$ cat src/rtl/core/rhws_pkg.sv
`timescale 1ns / 1ps

package rhws_pkg;

    // Field widths
    localparam int MS_W    = 10;
    localparam int LED_W   = 6;
    localparam int CHAN_W  = 8;
    localparam int PHASE_W = 12;
    localparam int X_W     = 10;

    // Hue wheel geometry: six segments of 600 units
    localparam int SEG_LEN   = 600;
    localparam int WHEEL_LEN = 6 * SEG_LEN;
    localparam int FULL      = 255;

    // Largest LED count the index field can carry
    localparam int LED_MAX = 64;

    // floor(z / 5) == (z * DIV5_MUL) >> DIV5_SH for z below 16384
    localparam int DIV5_MUL = 13108;
    localparam int DIV5_SH  = 16;

    // Wheel segment, in hue order
    typedef enum logic [2:0] {
        SEG_RED_UP_G   = 3'd0,
        SEG_GRN_DN_R   = 3'd1,
        SEG_GRN_UP_B   = 3'd2,
        SEG_BLU_DN_G   = 3'd3,
        SEG_BLU_UP_R   = 3'd4,
        SEG_RED_DN_B   = 3'd5
    } t_seg;

endpackage

$ cat src/rtl/core/rainbow_hue_wheel_strip_unit.sv
`timescale 1ns / 1ps

// Rainbow hue wheel for an LED strip. Each input word is one animation tick
// carrying the elapsed milliseconds; the tick advances a hue phase kept modulo
// 3600 and the block then returns one RGB word per LED, LED 0 first, with
// o_last_led set on the word for LED LED_COUNT-1 (LED_COUNT is clamped to
// 1..64). The per-LED counter emits one LED per cycle while the output is
// not stalled, and the next tick is taken in the same cycle the last LED of
// the current one leaves the counter, so a steady stream of ticks gives one
// result word every cycle unless the output stalls. A tick's first result
// passes the counter, the segment stage and the color stage in that order.
// Output backpressure stalls the whole pipeline.
module rainbow_hue_wheel_strip_unit
    import rhws_pkg::*;
#(
    parameter int LED_COUNT = 64
) (
    input  logic                i_clk,
    input  logic                i_rst_n,
    // tick input
    input  logic                i_valid,
    output logic                o_ready,
    input  logic [MS_W-1:0]     i_elapsed_ms,
    // color output
    output logic                o_valid,
    input  logic                i_ready,
    output logic [LED_W-1:0]    o_led_index,
    output logic [CHAN_W-1:0]   o_red,
    output logic [CHAN_W-1:0]   o_green,
    output logic [CHAN_W-1:0]   o_blue,
    output logic                o_last_led
);

    // LED count held to what the index field can carry
    localparam int LEDS     = (LED_COUNT < 1) ? 1 :
                              ((LED_COUNT > LED_MAX) ? LED_MAX : LED_COUNT);

    // Per-LED offset 1200*led/N, stepped by quotient and remainder
    localparam int OFF_SPAN = 2 * SEG_LEN;
    localparam int OFF_STEP = OFF_SPAN / LEDS;
    localparam int REM_STEP = OFF_SPAN % LEDS;
    localparam int OFF_W    = $clog2(OFF_SPAN);
    localparam int REM_W    = $clog2(LEDS) + 1;

    logic                 en;
    logic                 in_take;
    logic                 gen_last;

    // Tick / LED counter state
    logic                 r_busy;
    logic [PHASE_W-1:0]   r_phase;
    logic [LED_W-1:0]     r_led;
    logic [OFF_W-1:0]     r_off;
    logic [REM_W-1:0]     r_rem;

    logic [PHASE_W-1:0]   n_phase;
    logic [LED_W-1:0]     n_led;
    logic [OFF_W-1:0]     n_off;
    logic [REM_W-1:0]     n_rem;

    // Segment stage
    logic                 r_s1_valid;
    t_seg                 r_s1_seg;
    logic [X_W-1:0]       r_s1_x;
    logic [LED_W-1:0]     r_s1_led;
    logic                 r_s1_last;

    t_seg                 n_s1_seg;
    logic [X_W-1:0]       n_s1_x;

    // Color stage / output register
    logic                 r_o_valid;
    logic [LED_W-1:0]     r_o_led;
    logic [CHAN_W-1:0]    r_o_red;
    logic [CHAN_W-1:0]    r_o_green;
    logic [CHAN_W-1:0]    r_o_blue;
    logic                 r_o_last;

    logic [CHAN_W-1:0]    n_red;
    logic [CHAN_W-1:0]    n_green;
    logic [CHAN_W-1:0]    n_blue;

    // Pipeline moves when the output slot is free or being taken
    assign en       = !r_o_valid || i_ready;
    assign gen_last = (r_led == LED_W'(LEDS - 1));
    assign o_ready  = !r_busy || (gen_last && en);
    assign in_take  = i_valid && o_ready;

    // Phase advance: sum stays below two wheel turns
    logic [PHASE_W:0] phase_sum;
    always_comb begin
        phase_sum = {1'b0, r_phase} + (PHASE_W+1)'(i_elapsed_ms);
        if (phase_sum >= (PHASE_W+1)'(WHEEL_LEN)) begin
            n_phase = PHASE_W'(phase_sum - (PHASE_W+1)'(WHEEL_LEN));
        end else begin
            n_phase = phase_sum[PHASE_W-1:0];
        end
    end

    // Next LED offset and remainder
    logic [REM_W-1:0] rem_sum;
    always_comb begin
        rem_sum = r_rem + REM_W'(REM_STEP);
        n_led   = r_led + LED_W'(1);
        if (rem_sum >= REM_W'(LEDS)) begin
            n_rem = rem_sum - REM_W'(LEDS);
            n_off = r_off + OFF_W'(OFF_STEP) + OFF_W'(1);
        end else begin
            n_rem = rem_sum;
            n_off = r_off + OFF_W'(OFF_STEP);
        end
    end

    // Local phase, its segment and the offset inside it
    logic [PHASE_W:0]   local_sum;
    logic [PHASE_W-1:0] local_ph;
    logic [PHASE_W-1:0] seg_base;
    always_comb begin
        local_sum = {1'b0, r_phase} + (PHASE_W+1)'(r_off);
        if (local_sum >= (PHASE_W+1)'(WHEEL_LEN)) begin
            local_ph = PHASE_W'(local_sum - (PHASE_W+1)'(WHEEL_LEN));
        end else begin
            local_ph = local_sum[PHASE_W-1:0];
        end
        if (local_ph >= PHASE_W'(5 * SEG_LEN)) begin
            n_s1_seg = SEG_RED_DN_B;
            seg_base = PHASE_W'(5 * SEG_LEN);
        end else if (local_ph >= PHASE_W'(4 * SEG_LEN)) begin
            n_s1_seg = SEG_BLU_UP_R;
            seg_base = PHASE_W'(4 * SEG_LEN);
        end else if (local_ph >= PHASE_W'(3 * SEG_LEN)) begin
            n_s1_seg = SEG_BLU_DN_G;
            seg_base = PHASE_W'(3 * SEG_LEN);
        end else if (local_ph >= PHASE_W'(2 * SEG_LEN)) begin
            n_s1_seg = SEG_GRN_UP_B;
            seg_base = PHASE_W'(2 * SEG_LEN);
        end else if (local_ph >= PHASE_W'(SEG_LEN)) begin
            n_s1_seg = SEG_GRN_DN_R;
            seg_base = PHASE_W'(SEG_LEN);
        end else begin
            n_s1_seg = SEG_RED_UP_G;
            seg_base = '0;
        end
        n_s1_x = X_W'(local_ph - seg_base);
    end

    // Ramp x*255/600 = floor(floor(x*17/8) / 5)
    logic [13:0]       x17;
    logic [10:0]       x17_div8;
    logic [24:0]       div5_prod;
    logic [CHAN_W-1:0] up;
    logic [CHAN_W-1:0] down;
    always_comb begin
        x17       = {r_s1_x, 4'b0000} + 14'(r_s1_x);
        x17_div8  = x17[13:3];
        div5_prod = 25'(x17_div8) * 25'(DIV5_MUL);
        up        = div5_prod[DIV5_SH +: CHAN_W];
        down      = CHAN_W'(FULL) - up;
    end

    // Channel selection by segment
    always_comb begin
        case (r_s1_seg)
            SEG_RED_UP_G: begin
                n_red = CHAN_W'(FULL); n_green = up;   n_blue = '0;
            end
            SEG_GRN_DN_R: begin
                n_red = down; n_green = CHAN_W'(FULL); n_blue = '0;
            end
            SEG_GRN_UP_B: begin
                n_red = '0; n_green = CHAN_W'(FULL); n_blue = up;
            end
            SEG_BLU_DN_G: begin
                n_red = '0; n_green = down; n_blue = CHAN_W'(FULL);
            end
            SEG_BLU_UP_R: begin
                n_red = up; n_green = '0; n_blue = CHAN_W'(FULL);
            end
            default: begin
                n_red = CHAN_W'(FULL); n_green = '0; n_blue = down;
            end
        endcase
    end

    // Control registers
    always_ff @(posedge i_clk) begin
        if (!i_rst_n) begin
            r_busy     <= 1'b0;
            r_phase    <= '0;
            r_led      <= '0;
            r_off      <= '0;
            r_rem      <= '0;
            r_s1_valid <= 1'b0;
            r_o_valid  <= 1'b0;
        end else begin
            if (in_take) begin
                r_busy  <= 1'b1;
                r_phase <= n_phase;
                r_led   <= '0;
                r_off   <= '0;
                r_rem   <= '0;
            end else if (r_busy && en) begin
                if (gen_last) begin
                    r_busy <= 1'b0;
                end
                r_led <= n_led;
                r_off <= n_off;
                r_rem <= n_rem;
            end
            if (en) begin
                r_s1_valid <= r_busy;
                r_o_valid  <= r_s1_valid;
            end
        end
    end

    // Payload registers
    always_ff @(posedge i_clk) begin
        if (en) begin
            r_s1_seg  <= n_s1_seg;
            r_s1_x    <= n_s1_x;
            r_s1_led  <= r_led;
            r_s1_last <= gen_last;
            r_o_led   <= r_s1_led;
            r_o_red   <= n_red;
            r_o_green <= n_green;
            r_o_blue  <= n_blue;
            r_o_last  <= r_s1_last;
        end
    end

    assign o_valid     = r_o_valid;
    assign o_led_index = r_o_led;
    assign o_red       = r_o_red;
    assign o_green     = r_o_green;
    assign o_blue      = r_o_blue;
    assign o_last_led  = r_o_last;

endmodule

$ cat config.mk
export PLATFORM = sky130hd
export DESIGN_NAME = rainbow_hue_wheel_strip_unit
export DESIGN_NICKNAME = d
export VERILOG_FILES = /design/src/rtl/core/rhws_pkg.sv /design/src/rtl/core/rainbow_hue_wheel_strip_unit.sv
export SDC_FILE = /design/constraint.sdc
export NUM_CORES = 1
export LEC_CHECK = 0
export CAP_MARGIN = 20
export CORE_MARGIN = 3
export CORE_UTILIZATION = 25
export DETAILED_ROUTE_END_ITERATION = 7
export DONT_BUFFER_PORTS = 1
export SYNTH_ARGS = -nofsm -noshare
export SYNTH_HDL_FRONTEND = slang
export SYNTH_SLANG_ARGS = --single-unit
$ cat constraint.sdc
create_clock -name i_clk -period 13.4 [get_ports i_clk]
set_clock_uncertainty 0.1 [all_clocks]
set_input_delay 2.01 -clock i_clk [delete_from_list [all_inputs] [get_ports i_clk]]
set_output_delay 2.01 -clock i_clk [all_outputs]
set_load 0.005 [all_outputs]
Yosys cells after proc, flatten, opt, wreduce, memory -nomap -nowiden
Index checks and enable logic that the tools add are counted.

Bits in registers: 90. Input bits: 14. Output and inout bits: 33. Logic and storage cells: 80.

Add/sub/neg operators: 12. Multiply operators: 1. $lt $le $gt $ge: 8. Equal/unequal tests: 5. Multiplexer cells: 19. Bitwise logic cells: 1. Reduce and logical (&&, ||, !) cells: 17.

Operators with widths (count): case mux 8 bit (3 select lines) (3); 2-to-1 mux 10 bit (5); >= comparator 13 x 12 -> 1 bit (second input constant) (2); >= comparator 12 x 11 -> 1 bit (second input constant) (2); >= comparator 12 bit (second input constant) (2); 2-to-1 mux 12 bit (2); subtractor 12 bit (second input constant) (2); multiplier 11 x 12 -> 22 bit (second input constant) (1); adder 14 x 10 -> 14 bit (1); adder 12 x 10 -> 13 bit (1); adder 12 x 11 -> 13 bit (1); >= comparator 12 x 10 -> 1 bit (second input constant) (1); OR reduction 2 bit (6); adder 11 x 1 -> 11 bit (second input constant) (1); adder 11 x 5 -> 11 bit (second input constant) (1); 2-to-1 mux 11 bit (1); subtractor 10 bit (1); subtractor 8 bit (first input constant) (1); adder 7 x 6 -> 7 bit (second input constant) (1); >= comparator 7 bit (second input constant) (1); 2-to-1 mux 7 bit (1); subtractor 7 bit (second input constant) (1); adder 6 x 1 -> 6 bit (second input constant) (1); == test 3 x 2 -> 1 bit (second input constant) (2); 12 further kinds (22).

Depth between registers and ports, before layout
Depth in word-level cells: 10. Mapped depth: 30. Mapped depth without buffers: 30.

Worst setup path before layout
Ideal clock, no wire load.

Path type: register -> register. Start: register r_s1_x[4]. End: register r_o_blue[7], in the netlist o_blue[7], data pin. Library setup time: 263 ps. Arrival time: 6174 ps. Data required time: 13037 ps. Slack: 6863 ps. Stages on the path, launching flop included: 29. Path buffers: 0. Period minus slack after synthesis: 6537 ps. Path through: edfxtp_1 > ha_1 > inv_1 > fa_1 > inv_1 > a21oi_1 > o21bai_1 > a21oi_1 > o21bai_1 > and3_1 > xnor2_1 > inv_1 > ha_1 > inv_1 > fa_1 > fa_1 > inv_1 > fa_1 > fa_1 > ha_1 > a2111oi_0 > o21ai_0 > nand3_1 > a31oi_1 > a21oi_1 > o21bai_1 > xnor2_1 > nor2b_1 > o21ai_0.

Cells in the longest elaborated chain, start to end: 4.

RTL lines: from (decl) (line rainbow_hue_wheel_strip_unit.sv:64) `logic [X_W-1:0] r_s1_x;`; from (signal assigned) (line rainbow_hue_wheel_strip_unit.sv:221) `r_s1_x <= n_s1_x;`; adder 14 x 10 -> 14 bit (*) (line rainbow_hue_wheel_strip_unit.sv:154) `x17 = {r_s1_x, 4'b0000} + 14'(r_s1_x);`; multiplier 11 x 12 -> 22 bit (*) (line rainbow_hue_wheel_strip_unit.sv:156) `div5_prod = 25'(x17_div8) * 25'(DIV5_MUL);`; subtractor 8 bit (line rainbow_hue_wheel_strip_unit.sv:158) `down = CHAN_W'(FULL) - up;`; case mux 8 bit (3 select lines) (*) (line rainbow_hue_wheel_strip_unit.sv:163) `case (r_s1_seg)`; net n_blue[7] (line rainbow_hue_wheel_strip_unit.sv:81) `logic [CHAN_W-1:0] n_blue;`; to (signal assigned) (line rainbow_hue_wheel_strip_unit.sv:227) `r_o_blue <= n_blue;`; to (decl) (line rainbow_hue_wheel_strip_unit.sv:76) `logic [CHAN_W-1:0] r_o_blue;`.

Mark *: on every way through the listed nets, which the timed path passes. The rest lies on a longest branch. A chain may end at the register's enable or synchronous reset.

Worst setup path after layout
Same ends and word-level chain as after synthesis.

==> impl_metrics.ini <==
[floorplan]
ioPinCount = 47
die_w_um = 185
fp.dieH_um = 185
die-area_mm2 = 0.0341
num_rows = 64
start_util = 0.258
coreArea_mm2 = 0.0310

[critical_path]
reg2reg_slack_ns = 6.26
required_ns = 13.39
reg2reg_to = o_blue[7]$_DFFE_PP_
cp.arrival_ns = 7.13
start_kind = flop
r2r-start = r_s1_x[4]$_DFFE_PP_
cp-end-kind = flop
path_class = reg -> reg
crit_fanout = 6
cp_slowest_cell = fa_1
critPathMaxStageDelay_ns = 0.51
reg2regPathDepth = 28

[global_route]
grt.total_usage = 0.0992
grt_max_degree = 54
antenna_found_initial = 0
overflow = 0
grt_pass1_wl_mm = 28.2
grt_pass1_vias = 5885

[timing]
min_period_ns = 7.14
relSlewSlack = 0.429
maxSlewViolCount = 0
rsz0062_at_grt = no
hold_viol = 0
max_clock_freq_mhz = 140
final.setup.tns_ns = 0
fin_crit_sh = 0.533
finalSetupViolations = 0
setup_slack_ns = 6.26
worst_pin_slew_ns = 0.856

[flow_run]
drv_cap = 0

[clock_network]
cts_made_buffers = 9
post_cts_buffers = 0
cts_sinks = 85
htreeDepth = 3
clkTransAtPathRegs_ns = 0.06
ctsResizeCount = 0
cts_hold_buf = 0
insertion_delay_ns = 0.34
cts.path.max_buffers = 2
cts_root_buffer = clkbuf_16
cts_tree = done

[place]
place.gp.congestion = 0.840
dp_hpwl_mm = 13.7
preCtsSetupSlack_ns = 6.25
port_buffers = 0

[outcome]
status = finished, final reports clean

[drt]
drt-total-wl_mm = 16.8
ant_nets = 0
firstDrtPassIters = 5
wl_per_cell_um = 13.1
viasPerCell = 4.75
dr.first_iter.drc_count = 416
via_count = 6091
route.detailed.drc = 0

[logic_synthesis]
ys_warn_count = 0
synthFlopType = edfxtp_1
syn-num-nets = 1046
synth_top_area_frac = 0.192
synth_edf_count = 51
synthDistinctLibCells = 79
synth_area_leaders = edfxtp_1 19%, ha_1 16%, fa_1 8.8%
synthArstFlopShare = 0
ys_seq_area_frac = 0.277
ys_seq_elements = 85
syn_area_per_cell_um2 = 8.94
synth.largest_area_cell = edfxtp_1
netlist_instances = 893
netlist_area_mm2 = 0.00798
synth_top_cells_by_count = 104 x ha_1, 104 x inv_1, 72 x nand2_1

[hold_path]
min_to = o_led_index[0]$_DFFE_PP_
whs_path_depth = 0
worstHoldStart = r_s1_led[0]$_DFFE_PP_
hp-class = reg -> reg

[final_layout]
antennaDiodeCount = 0
drive_gt1_frac = 0.0441
fin_nets = 1033
area_growth_pct = 8.83
==> area by class of cell <==
cell class / instances / area (um^2)
Timing Repair Buffer: 2 / 15.0
Tap cell: 396 / 495
Multi-Input combinational cell: 678 / 5270
Sequential cell: 85 / 2210
Clock buffer: 10 / 229
Fill cell: 3233 / 22300
Inverter: 104 / 390
Clock inverter: 6 / 71.3
==> through the flow <==
| stage | hold WS [ns] | util | cell area [um^2] | std cells |
|---|---|---|---|---|
| floorplan | 0.300 | - | 7980 | 893 |
| global placement | 0.303 | 0.270 | 8380 | 1264 |
| detailed placement | 0.305 | 0.270 | 8380 | 1264 |
| CTS | 0.318 | 0.280 | 8680 | 1280 |
| global route | 0.324 | 0.280 | 8690 | 1281 |
| finish | 0.316 | 0.280 | 8690 | 1281 |
==> worst max path at each step <==
stage	start	end	slack, ns
after CTS	r_s1_x[4]$_DFFE_PP_	o_blue[7]$_DFFE_PP_	6.22
after detailed placement	r_s1_x[4]$_DFFE_PP_	o_blue[7]$_DFFE_PP_	6.25
after global routing	r_s1_x[4]$_DFFE_PP_	o_blue[7]$_DFFE_PP_	5.45
after global placement	r_s1_x[4]$_DFFE_PP_	o_red[7]$_DFFE_PP_	6.39
after floorplan	r_s1_x[4]$_DFFE_PP_	o_blue[7]$_DFFE_PP_	6.86
final	r_s1_x[4]$_DFFE_PP_	o_blue[7]$_DFFE_PP_	6.26
==> flip-flops by register name (all words and copies together) (netlist names), 2 cells and up <==
register	count
o_blue	8
r_s1_x	10
r_s1_seg	3
o_green	8
r_led	6
o_led_index	6
o_red	8
r_s1_led	6
r_rem	2
r_off	11
r_phase	12
==> logic make-up after synthesis <==
logic type / Yosys count / synth area share
adder cells (fa/ha/maj): 140 / 0.252
buffers and inverters: 130 / 0.0622
XOR/XNOR: 60 / 0.0668
flip-flops: 85 / 0.277
multiplexers: 4 / 0.00502
AO/OA/AOI/OAI: 218 / 0.180
AND/OR/NAND/NOR: 256 / 0.156
==> placed cells by master, fill, tap and decap left out, types with 4 or more instances in the layout <==
cell type and count:
o21ai_0 44, xor2_1 18, o21ai_1 6, mux2i_1 4
nor4_1 5, nor2b_1 7, a2111oi_0 4, and2_1 7
a211oi_1 10, xnor2_1 41, o22a_1 6, o21a_1 9
a21oi_1 60, nor2_1 71, nand2b_1 5, and3_1 15
fa_1 35, or3_1 4, nand3_1 18, a21o_1 13
ha_1 104, o211ai_1 6, o21bai_1 8, a31oi_1 14
clkbuf_16 9, dfxtp_1 34, or2_2 5, inv_1 103
edfxtp_1 51, nand4_1 9, nor3_1 19, nand2_1 72
==> critical path: cells and delay by family, from the launching register on <==
family	cells	cell delay, ns
flops	1	0.37
compound gates	10	1.81
fa+ha+maj	8	3.21
simple gates	3	0.54
buf+inv	5	0.37
xor+xnor	2	0.49
==> metal layers <==
| metal | routed length, um | vias up | GRT usage |
|---|---|---|---|
| li1 | - | 3136 | - |
| met1 | 7640 | 2839 | 0.122 |
| met2 | 8180 | 101 | 0.177 |
| met3 | 770 | 15 | 0.0239 |
| met4 | 169 | 0 | 0.0195 |
| met5 | 0 | - | 0 |
Power is left out: the tool's default activity adds up to more than one toggle a clock period on the data nets, which glitch-free logic cannot reach.
